<file path="src/c2s_pkg.sv">
// Shared types, constants and the month table for the calendar to seconds pipeline.
`default_nettype none

package c2s_pkg;

	// Field widths
	localparam int YEAR_W   = 7;
	localparam int MONTH_W  = 4;
	localparam int DAY_W    = 5;
	localparam int HOUR_W   = 5;
	localparam int MIN_W    = 6;
	localparam int SEC_W    = 6;
	localparam int DAYS_W   = 16;	// day count up to 36524
	localparam int TOD_W    = 17;	// time of day up to 86399
	localparam int SECS_W   = 32;
	localparam int MSTART_W = 9;	// cumulative month start up to 335

	// Range limits
	localparam logic [YEAR_W-1:0]  YEAR_MAX  = 7'd99;
	localparam logic [MONTH_W-1:0] MONTH_MIN = 4'd1;
	localparam logic [MONTH_W-1:0] MONTH_MAX = 4'd12;
	localparam logic [MONTH_W-1:0] MONTH_FEB = 4'd2;
	localparam logic [DAY_W-1:0]   DAY_MIN   = 5'd1;
	localparam logic [HOUR_W-1:0]  HOUR_MAX  = 5'd23;
	localparam logic [MIN_W-1:0]   MIN_MAX   = 6'd59;
	localparam logic [SEC_W-1:0]   SEC_MAX   = 6'd59;

	// Scale factors
	localparam logic [DAYS_W-1:0] DAYS_PER_YEAR = 16'd365;
	localparam logic [TOD_W-1:0]  SECS_PER_HOUR = 17'd3600;
	localparam logic [TOD_W-1:0]  SECS_PER_MIN  = 17'd60;
	localparam logic [SECS_W-1:0] SECS_PER_DAY  = 32'd86400;
	localparam logic [SECS_W-1:0] SECS_LIMIT    = 32'd3155760000;

	// Stage 1 payload: day count and time of day
	typedef struct packed {
		logic [DAYS_W-1:0] days;
		logic [TOD_W-1:0]  tod;
		logic              invalid;
	} days_t;

	// Stage 2 payload: scaled day count and time of day
	typedef struct packed {
		logic [SECS_W-1:0] day_secs;
		logic [TOD_W-1:0]  tod;
		logic              invalid;
	} scaled_t;

	// Days before the first of the month, February counted as 29 days
	function automatic logic [MSTART_W-1:0] month_start(input logic [MONTH_W-1:0] idx);
		logic [MSTART_W-1:0] r;
		case (idx)
			4'd0:    r = 9'd0;
			4'd1:    r = 9'd31;
			4'd2:    r = 9'd60;
			4'd3:    r = 9'd91;
			4'd4:    r = 9'd121;
			4'd5:    r = 9'd152;
			4'd6:    r = 9'd182;
			4'd7:    r = 9'd213;
			4'd8:    r = 9'd244;
			4'd9:    r = 9'd274;
			4'd10:   r = 9'd305;
			4'd11:   r = 9'd335;
			default: r = 9'd0;
		endcase
		return r;
	endfunction

endpackage

`default_nettype wire

</file>
<file path="src/c2s_days.sv">
// First pipeline stage: range check, day count and time of day.
`default_nettype none

module c2s_days (
	input  wire logic                          clk,
	input  wire logic                          arst_n,
	input  wire logic                          valid_in,
	output logic                               ready_up,
	input  wire logic                          ready_dn,
	input  wire logic [c2s_pkg::YEAR_W-1:0]    year_since_2000,
	input  wire logic [c2s_pkg::MONTH_W-1:0]   month,
	input  wire logic [c2s_pkg::DAY_W-1:0]     day_of_month,
	input  wire logic [c2s_pkg::HOUR_W-1:0]    hour,
	input  wire logic [c2s_pkg::MIN_W-1:0]     minute,
	input  wire logic [c2s_pkg::SEC_W-1:0]     second,
	output logic                               vld_s1,
	output c2s_pkg::days_t                     data_s1
);
	import c2s_pkg::*;

	logic              bad;
	logic              leap;
	logic [DAYS_W-1:0] leap_days;
	logic [DAYS_W-1:0] days;
	logic [TOD_W-1:0]  tod;
	days_t             nxt;

	// Range check
	assign bad = (year_since_2000 > YEAR_MAX) || (month < MONTH_MIN) ||
		(month > MONTH_MAX) || (day_of_month < DAY_MIN) || (hour > HOUR_MAX) ||
		(minute > MIN_MAX) || (second > SEC_MAX);

	// Within 2000..2099 every fourth year is a leap year, 2000 included
	assign leap      = (year_since_2000[1:0] == 2'b00);
	assign leap_days = DAYS_W'((8'(year_since_2000) + 8'd3) >> 2);

	// Day count since 2000-01-01
	always_comb begin
		days = DAYS_W'(year_since_2000) * DAYS_PER_YEAR + leap_days +
			DAYS_W'(month_start(month - 4'd1));
		if (!leap && (month > MONTH_FEB)) begin
			days = days - 16'd1;
		end
		days = days + DAYS_W'(day_of_month) - 16'd1;
	end

	// Seconds into the day
	assign tod = TOD_W'(hour) * SECS_PER_HOUR + TOD_W'(minute) * SECS_PER_MIN +
		TOD_W'(second);

	always_comb begin
		nxt.days    = days;
		nxt.tod     = tod;
		nxt.invalid = bad;
	end

	// Stage advances when empty or when the next stage takes its item
	assign ready_up = !vld_s1 || ready_dn;

	always_ff @(posedge clk or negedge arst_n) begin
		if (!arst_n) begin
			vld_s1 <= 1'b0;
		end else if (ready_up) begin
			vld_s1 <= valid_in;
		end
	end

	always_ff @(posedge clk) begin
		if (ready_up && valid_in) begin
			data_s1 <= nxt;
		end
	end

	// A held item stays put while downstream is blocked
	a_hold_s1: assert property (@(posedge clk) disable iff (!arst_n)
		vld_s1 && !ready_dn |=> vld_s1 && $stable(data_s1))
		else $error("stage 1 item changed while blocked");

	// A loaded day count of a valid item stays at or below 36554
	a_days_range: assert property (@(posedge clk) disable iff (!arst_n)
		vld_s1 && !data_s1.invalid |-> data_s1.days <= 16'd36554)
		else $error("stage 1 day count out of range");

	// Time of day of a valid item is always below one day
	a_tod_range: assert property (@(posedge clk) disable iff (!arst_n)
		vld_s1 && !data_s1.invalid |-> data_s1.tod < 17'd86400)
		else $error("stage 1 time of day out of range");

endmodule

`default_nettype wire

</file>
<file path="src/c2s_scale.sv">
// Second pipeline stage: day count times seconds per day.
`default_nettype none

module c2s_scale (
	input  wire logic             clk,
	input  wire logic             arst_n,
	input  wire logic             vld_s1,
	input  wire c2s_pkg::days_t   data_s1,
	output logic                  ready_up,
	input  wire logic             ready_dn,
	output logic                  vld_s2,
	output c2s_pkg::scaled_t      data_s2
);
	import c2s_pkg::*;

	scaled_t nxt;

	// Constant multiply; product fits 32 bits for any valid date
	always_comb begin
		nxt.day_secs = SECS_W'(data_s1.days) * SECS_PER_DAY;
		nxt.tod      = data_s1.tod;
		nxt.invalid  = data_s1.invalid;
	end

	assign ready_up = !vld_s2 || ready_dn;

	always_ff @(posedge clk or negedge arst_n) begin
		if (!arst_n) begin
			vld_s2 <= 1'b0;
		end else if (ready_up) begin
			vld_s2 <= vld_s1;
		end
	end

	always_ff @(posedge clk) begin
		if (ready_up && vld_s1) begin
			data_s2 <= nxt;
		end
	end

	// A held item stays put while downstream is blocked
	a_hold_s2: assert property (@(posedge clk) disable iff (!arst_n)
		vld_s2 && !ready_dn |=> vld_s2 && $stable(data_s2))
		else $error("stage 2 item changed while blocked");

	// An item moves from stage 1 into stage 2 when stage 2 is empty or passes its item on
	a_move_s2: assert property (@(posedge clk) disable iff (!arst_n)
		vld_s1 && ready_up |=> vld_s2)
		else $error("stage 1 item lost on the way to stage 2");

	// Scaled count of a valid item stays below the seconds in 36525 days
	a_whole_days: assert property (@(posedge clk) disable iff (!arst_n)
		vld_s2 && !data_s2.invalid |-> data_s2.day_secs < SECS_LIMIT)
		else $error("stage 2 day seconds out of range");

endmodule

`default_nettype wire

</file>
<file path="src/calendar_to_seconds.sv">
// Top level of the calendar time to seconds-since-2000 converter.
//
// Usage:
//   Input channel in_valid/in_stall carries one calendar time per transfer:
//   year_since_2000, month, day_of_month, hour, minute, second.
//   Output channel out_valid/out_stall carries one result per transfer:
//   seconds_since_2000 and invalid. An out-of-range field gives invalid = 1
//   and zero seconds. Day past the end of its month is not flagged.
//   Each input transfer passes the day count register, the multiply register
//   and the output register, which drives out_valid. Throughput: one transfer
//   per cycle while out_stall is low; three register stages (day count,
//   constant multiply by 86400, final add) each hold one item.
//   When the receiver stalls, the stages fill up behind the output register;
//   in_stall rises only once every stage holds an item, and the output holds
//   its value until taken. Nothing is dropped or repeated.
//   Reset clears all stage valid bits; the pipeline starts empty.
`default_nettype none

module calendar_to_seconds (
	input  wire logic                          clk,
	input  wire logic                          arst_n,
	input  wire logic                          in_valid,
	output logic                               in_stall,
	input  wire logic [c2s_pkg::YEAR_W-1:0]    year_since_2000,
	input  wire logic [c2s_pkg::MONTH_W-1:0]   month,
	input  wire logic [c2s_pkg::DAY_W-1:0]     day_of_month,
	input  wire logic [c2s_pkg::HOUR_W-1:0]    hour,
	input  wire logic [c2s_pkg::MIN_W-1:0]     minute,
	input  wire logic [c2s_pkg::SEC_W-1:0]     second,
	output logic                               out_valid,
	input  wire logic                          out_stall,
	output logic [c2s_pkg::SECS_W-1:0]         seconds_since_2000,
	output logic                               invalid
);
	import c2s_pkg::*;

	logic              ready_s1;
	logic              ready_s2;
	logic              ready_s3;
	logic              vld_s1;
	logic              vld_s2;
	logic              vld_s3;
	days_t             data_s1;
	scaled_t           data_s2;
	logic [SECS_W-1:0] secs_s3;
	logic              invalid_s3;
	logic [SECS_W-1:0] sum;

	c2s_days u_days (
		.clk             (clk),
		.arst_n          (arst_n),
		.valid_in        (in_valid),
		.ready_up        (ready_s1),
		.ready_dn        (ready_s2),
		.year_since_2000 (year_since_2000),
		.month           (month),
		.day_of_month    (day_of_month),
		.hour            (hour),
		.minute          (minute),
		.second          (second),
		.vld_s1          (vld_s1),
		.data_s1         (data_s1)
	);

	c2s_scale u_scale (
		.clk      (clk),
		.arst_n   (arst_n),
		.vld_s1   (vld_s1),
		.data_s1  (data_s1),
		.ready_up (ready_s2),
		.ready_dn (ready_s3),
		.vld_s2   (vld_s2),
		.data_s2  (data_s2)
	);

	assign in_stall = !ready_s1;

	// Final add, forced to zero for an invalid transfer
	assign sum = data_s2.invalid ? '0 : (data_s2.day_secs + SECS_W'(data_s2.tod));

	// Output register
	assign ready_s3 = !vld_s3 || !out_stall;

	always_ff @(posedge clk or negedge arst_n) begin
		if (!arst_n) begin
			vld_s3 <= 1'b0;
		end else if (ready_s3) begin
			vld_s3 <= vld_s2;
		end
	end

	always_ff @(posedge clk) begin
		if (ready_s3 && vld_s2) begin
			secs_s3    <= sum;
			invalid_s3 <= data_s2.invalid;
		end
	end

	assign out_valid          = vld_s3;
	assign seconds_since_2000 = secs_s3;
	assign invalid            = invalid_s3;

	// Invalid results carry zero seconds
	a_invalid_zero: assert property (@(posedge clk) disable iff (!arst_n)
		vld_s3 && invalid_s3 |-> secs_s3 == '0)
		else $error("invalid result with nonzero seconds");

	// Valid results stay below the end of 2099
	a_out_range: assert property (@(posedge clk) disable iff (!arst_n)
		vld_s3 |-> secs_s3 < SECS_LIMIT)
		else $error("result beyond end of 2099");

	// Input is never stalled while the first stage is empty
	a_no_false_stall: assert property (@(posedge clk) disable iff (!arst_n)
		!vld_s1 |-> !in_stall)
		else $error("input stalled with empty first stage");

	// Input stalls only when every stage holds an item
	a_stall_full: assert property (@(posedge clk) disable iff (!arst_n)
		in_stall |-> vld_s1 && vld_s2 && vld_s3 && out_stall)
		else $error("input stalled with a free stage");

endmodule

`default_nettype wire
</file>
<file path="config.mk">
export PLATFORM = sky130hd
export DESIGN_NAME = calendar_to_seconds
export DESIGN_NICKNAME = d
export VERILOG_FILES = /design/src/c2s_pkg.sv /design/src/c2s_days.sv /design/src/c2s_scale.sv /design/src/calendar_to_seconds.sv
export SDC_FILE = /design/constraint.sdc
export NUM_CORES = 1
export LEC_CHECK = 0
export ABC_AREA = 1
export BUFFER_PORTS_ARGS = -buffer_cell sky130_fd_sc_hd__buf_2
export CAP_MARGIN = 10
export CORE_MARGIN = 2
export CORE_UTILIZATION = 60
export DETAILED_ROUTE_END_ITERATION = 12
export GPL_TIMING_DRIVEN = 1
export PLACE_DENSITY = 0.79
export SYNTH_ARGS = -nofsm -noshare
export SYNTH_HDL_FRONTEND = slang
export SYNTH_SLANG_ARGS = --single-unit
</file>
<file path="constraint.sdc">
create_clock -name clk -period 13.4 [get_ports clk]
set_clock_uncertainty 0.15 [all_clocks]
set_input_delay 2.01 -clock clk [delete_from_list [all_inputs] [get_ports clk]]
set_output_delay 2.01 -clock clk [all_outputs]
set_load 0.02 [all_outputs]
</file>
After elaboration in Yosys (flattened, before gate mapping)
Memories as Yosys holds them, arrays and structs flattened.
Index checks and enable logic that the tools add are counted.
{"block": "word_totals", "reg_bits": 113, "romBits": 144, "output_inout_bits": 35, "memories": 1, "in_bits": 37, "word_cells": 55}
{"block": "op_classes", "addsub": 10, "n_reduce_logical": 20, "n_mul": 4, "mux": 1, "n_lt_le_gt_ge": 8}
{"memory": "(no name shown)", "words": 16, "word_bits": 9, "rd": 1, "rd_ports_with_merged_regs": 0, "write_ports": 0, "line": "c2s_pkg.sv:52", "text": "case (idx)"}
{"operator": "$add 32x17->32", "count": 1}
{"operator": "$sub 16x1->16 const B", "count": 2}
{"operator": "$mul 16x10->25 const B", "count": 1}
{"operator": "$add 17x12->17", "count": 1}
{"operator": "$add 17x6->17", "count": 1}
{"operator": "$add 16x14->16", "count": 1}
{"operator": "$add 16x5->16", "count": 1}
{"operator": "$add 16x9->16", "count": 1}
{"operator": "$mul 7x9->16 const B", "count": 1}
{"operator": "$mux 16", "count": 1}
{"operator": "$mul 5x8->13 const B", "count": 1}
{"operator": "$gt 6x6->1 const B", "count": 2}
{"operator": "$mul 6x4->10 const B", "count": 1}
{"operator": "$logic_or 1x1->1", "count": 9}
{"operator": "$add 7x2->8 const B", "count": 1}
{"operator": "$gt 7x7->1 const B", "count": 1}
{"operator": "$logic_not 1->1", "count": 6}
{"operator": "$gt 5x5->1 const B", "count": 1}
{"operator": "$lt 5x1->1 const B", "count": 1}
{"operator": "$gt 4x2->1 const B", "count": 1}
{"operator": "$gt 4x4->1 const B", "count": 1}
{"operator": "$logic_and 1x1->1", "count": 4}
{"operator": "$lt 4x1->1 const B", "count": 1}
{"operator": "$sub 4x1->4 const B", "count": 1}
{"operator": "$logic_not 2->1", "count": 1}

Logic depth before layout (Yosys ltp)
{"block": "depth", "ltp_word": 7, "depth_mapped": 42, "ltp_nobuf": 41}

Modules after synthesis
A second synthesis with hierarchy kept.
{"block": "hier_totals", "cells_unflattened": 1787, "hier_area_um2": 14041.0}
{"mod": "c2s_days", "area_each_um2": 6353.6, "seq_area_each_um2": 1046.0, "n_inst": 1, "cells_each": 777}
{"mod": "c2s_scale", "area_each_um2": 4663.2, "seq_area_each_um2": 1316.3, "n_inst": 1, "cells_each": 562}
{"mod": "calendar_to_seconds", "area_each_um2": 3024.2, "seq_area_each_um2": 1016.0, "n_inst": 1, "cells_each": 448}

Worst setup path before layout
OpenSTA, ideal clock, no wires.
{"block": "synth_timing", "kind": "input to register", "startpoint": "input port month[0] in the netlist's numbering", "endpoint": "register, netlist name u_days.data_s1[32]", "path_buffers": 1, "cell_stages": 34, "required_ns": 12.998, "setup_ns": 0.252, "slack_ns": 5.287, "t_arrival_ns": 7.711, "path_cell_list": "inv_1 > ha_1 > inv_1 > ha_1 > clkbuf_1 > o21ai_0 > o21ai_0 > fa_1 > fa_1 > fa_1 > fa_1 > inv_1 > ha_1 > nand2_1 > nand2_1 > inv_1 > nand3_1 > nand2_2 > or2_2 > nand2_1 > inv_1 > ha_1 > nand2_1 > o21ai_0 > a21oi_1 > o21ai_0 > nand2_1 > nand2_1 > a21oi_1 > inv_1 > nand2_1 > or2_1 > nand3_1 > nand2_1"}
{"block": "synth_via", "elab_chain_cells": 7, "elab_cells_between_ends": 9, "cone_classes": "add/sub (5); order compare (1); mux (1); reduce/logical (1); memory (1)"}
{"element": "from (decl)", "line": "calendar_to_seconds.sv:25", "text": "input wire logic [c2s_pkg::MONTH_W-1:0] month,"}
{"element": "$sub 4x1->4", "line": "c2s_days.sv:40", "text": "DAYS_W'(month_start(month - 4'd1));"}
{"element": "$mem_v2 16x9"}
{"element": "$add 16x9->16", "line": "c2s_days.sv:39", "text": "days = DAYS_W'(year_since_2000) * DAYS_PER_YEAR + leap_days +"}
{"element": "$sub 16x1->16", "line": "c2s_days.sv:42", "text": "days = days - 16'd1;"}
{"element": "$mux 16 (*)", "line": "c2s_days.sv:41", "text": "if (!leap && (month > MONTH_FEB)) begin"}
{"element": "$add 16x5->16 (*)", "line": "c2s_days.sv:44", "text": "days = days + DAYS_W'(day_of_month) - 16'd1;"}
{"element": "$sub 16x1->16 (*)", "line": "c2s_days.sv:44"}
{"element": "named net u_days.days[14]", "line": "c2s_days.sv:24", "text": "logic [DAYS_W-1:0] days;"}
The timed path passes the listed nets; every way through them passes the cells marked *.
A chain may end at the register's enable or synchronous reset.

Worst setup path after layout
{"block": "layout_timing", "startpoint": "input port month[0] in the netlist's numbering", "endpoint": "register, netlist name u_days.data_s1[32]"}
{"block": "layout_via", "elab_chain_cells": 7, "elab_cells_between_ends": 9, "cone_classes": "add/sub (5); order compare (1); mux (1); reduce/logical (1); memory (1)"}
{"element": "$sub 4x1->4", "line": "c2s_days.sv:40"}
{"element": "$mem_v2 16x9"}
{"element": "$add 16x9->16", "line": "c2s_days.sv:39"}
{"element": "$sub 16x1->16", "line": "c2s_days.sv:42"}
{"element": "$mux 16 (*)", "line": "c2s_days.sv:41"}
{"element": "$add 16x5->16 (*)", "line": "c2s_days.sv:44"}
{"element": "$sub 16x1->16 (*)", "line": "c2s_days.sv:44"}
{"element": "named net u_days.days[14]", "line": "c2s_days.sv:24"}
Marks and branches as above.

==> reports/metrics.csv <==
metric,value,unit
timing.rr.start,u_days.data_s1[24],
routedWlPerCell,12.8,µm
synth_nets,1738,
cts_tree,built,
dp_hpwl,18600,µm
clock_latency,0.41,ns
slew-limit-headroom,32.3,%
async_flop_share,2.65,%
start_util,60.9,%
fmax,121,MHz
post_cts_buffers,0,
overflow,0,
status,completed,
root_buffer,clkbuf_16,
hold_class,reg2reg,
critPathKind,in2reg,
drc,0,
clk_path_buf_depth,2,
synth_area_leader_cell,edfxtp_1,
slowest_stage,fa_1,
first_iter_violations,333,
syn-cell-area,12300,µm²
synth_warnings,0,
grt.total_usage,22.2,%
required,13.41,ns
ys_ff_latch,113,
grt_max_degree,44,
dieArea,21600,µm²
tightestPinTransition,1.01,ns
worst-path-max-fanout,9,
grt_antenna_before_repair,1,
synth_top_area_share,26.9,%
die_y,147,µm
routed_wl,22800,µm
grt_pass1_vias,9269,
holdBufCountCts,0,
vias,9148,
ctsResizeCount,0,
io_pins,72,
period_share,61.5,%
postRouteAntennaNets,0,
avgViaCountPerCell,5.14,
crit_arrival,8.25,ns
min_period,8.24,ns
die_w,147,µm
syn2layout_area_growth,10.9,%
cpPeakStageDelay,0.55,ns
netlist_top_cells_area,"edfxtp_1 (27%), ha_1 (22%), fa_1 (12%)",
drive_gt1_share,9.74,%
syn_inst,1408,
ys_seq_area_share,27.5,%
rsz0062_at_grt,no,
maxCapViolCount,0,
synth_enable_flop_cells,110,
synth_cell_types,46,
io_buffers,71,
layout.nets,1826,
h-tree-depth,4,
worstSetupStartpoint,month[0],
synthFlopType,edfxtp_1,
dr.pass1.iters,5,
syn_area_per_cell,8.72,µm²
synth_common_cells,"inv_1 (343), nand2_1 (237), ha_1 (217), edfxtp_1 (110), a21oi_1 (79)",
grt_pass1_wl,39600,µm
finalSetupTns,0,ns
routabilityCongestion,0.911,
core,20200,µm²
cts.sinks,113,
critPathLaunchType,input pin,
cts_buffers,17,
end_kind,flop,
cpMostUsedCell,nand2_1,
core.rowCount,52,
yosysMostFrequentCell,inv_1,
fillers,1547,
slew_viol_final,0,
setup_violations,0,
clk_pin_slew_worst_paths,0.06,ns
hold_start,u_days.data_s1[4],
finalHoldViolations,0,
routing by layer:
metal | track usage [%] | share of wire (%)
met1 | 25.4 | 41
met2 | 42.2 | 53
met4 | 8.17 | 2.5
met5 | 0 | 0
met3 | 2.92 | 3.6
layout by cell type, fill, tap and decap left out, types with 15 or more instances in the layout:
master	synthesis	final
edfxtp_1	110	110
ha_1	217	217
nand2_2	15	15
nor2_1	63	62
fa_1	76	76
clkbuf_16	0	17
xnor2_1	26	26
buf_2	0	71
o21ai_0	46	46
nand2_1	237	237
xor2_1	41	41
a21oi_1	79	78
nand4_1	16	16
nand3_1	56	56
inv_1	343	343
cell families after synthesis:
family	share of synthesized area (%)
flip-flops	27.5
buffers and inverters	10.7
AND/OR/NAND/NOR	15.3
XOR/XNOR	4.91
adder cells (fa/ha/maj)	34.5
AO/OA/AOI/OAI	7.12
state kept, by name, indices dropped and copies added, names as in the netlist:
signal,flops
seconds_since_2000,32
u_days.vld_s1,1
out_valid,1
u_scale.data_s2,43
invalid,1
u_scale.vld_s2,1
u_days.data_s1,34
critical path, delay by kind of cell:
family | cells | cell delay [ns]
and+or+nand+nor | 14 | 1.50
buffers and inverters | 7 | 0.56
adders and majority gates | 8 | 3.29
AOI/OAI and AO/OA | 6 | 0.92
final cells by class:
type | count | area, µm² | share of cell area [%]
antenna | 1 | 2.50 | 0.0184
multi-input combinational | 945 | 7610 | 55.9
tap | 270 | 338 | 2.48
clock buffer | 20 | 437 | 3.21
inverter | 346 | 1300 | 9.54
timing repair buffer | 73 | 370 | 2.72
clock inverter | 12 | 181 | 1.33
sequential | 113 | 3380 | 24.8
per-stage QoR:
step	instance area (µm²)	instances	util (%)	hold WS, ns	worst slack, ns
floorplan	12300	1408	-	0.250	5.29
global placement	13000	1747	64.4	0.252	4.91
detailed placement	13000	1747	64.4	0.255	4.73
CTS	13600	1779	67.5	0.271	5.16
global route	13600	1780	67.5	0.277	4.69
finish	13600	1780	67.5	0.269	5.16
final timing paths:
path                       slack, ns  cells past startpoint                  end
max reg2reg                     8.41                     17  u_scale.data_s2[48]
min in group asynchronous       1.24                      1            out_valid
max in group asynchronous      11.75                      1        u_days.vld_s1
max                             5.16                     35   u_days.data_s1[32]
min                             0.27                      0   u_scale.data_s2[4]
min reg2reg                     0.27                      0   u_scale.data_s2[4]
Power is left out: the tool's default activity adds up to more than one toggle a clock period on the data nets, which glitch-free logic cannot reach.
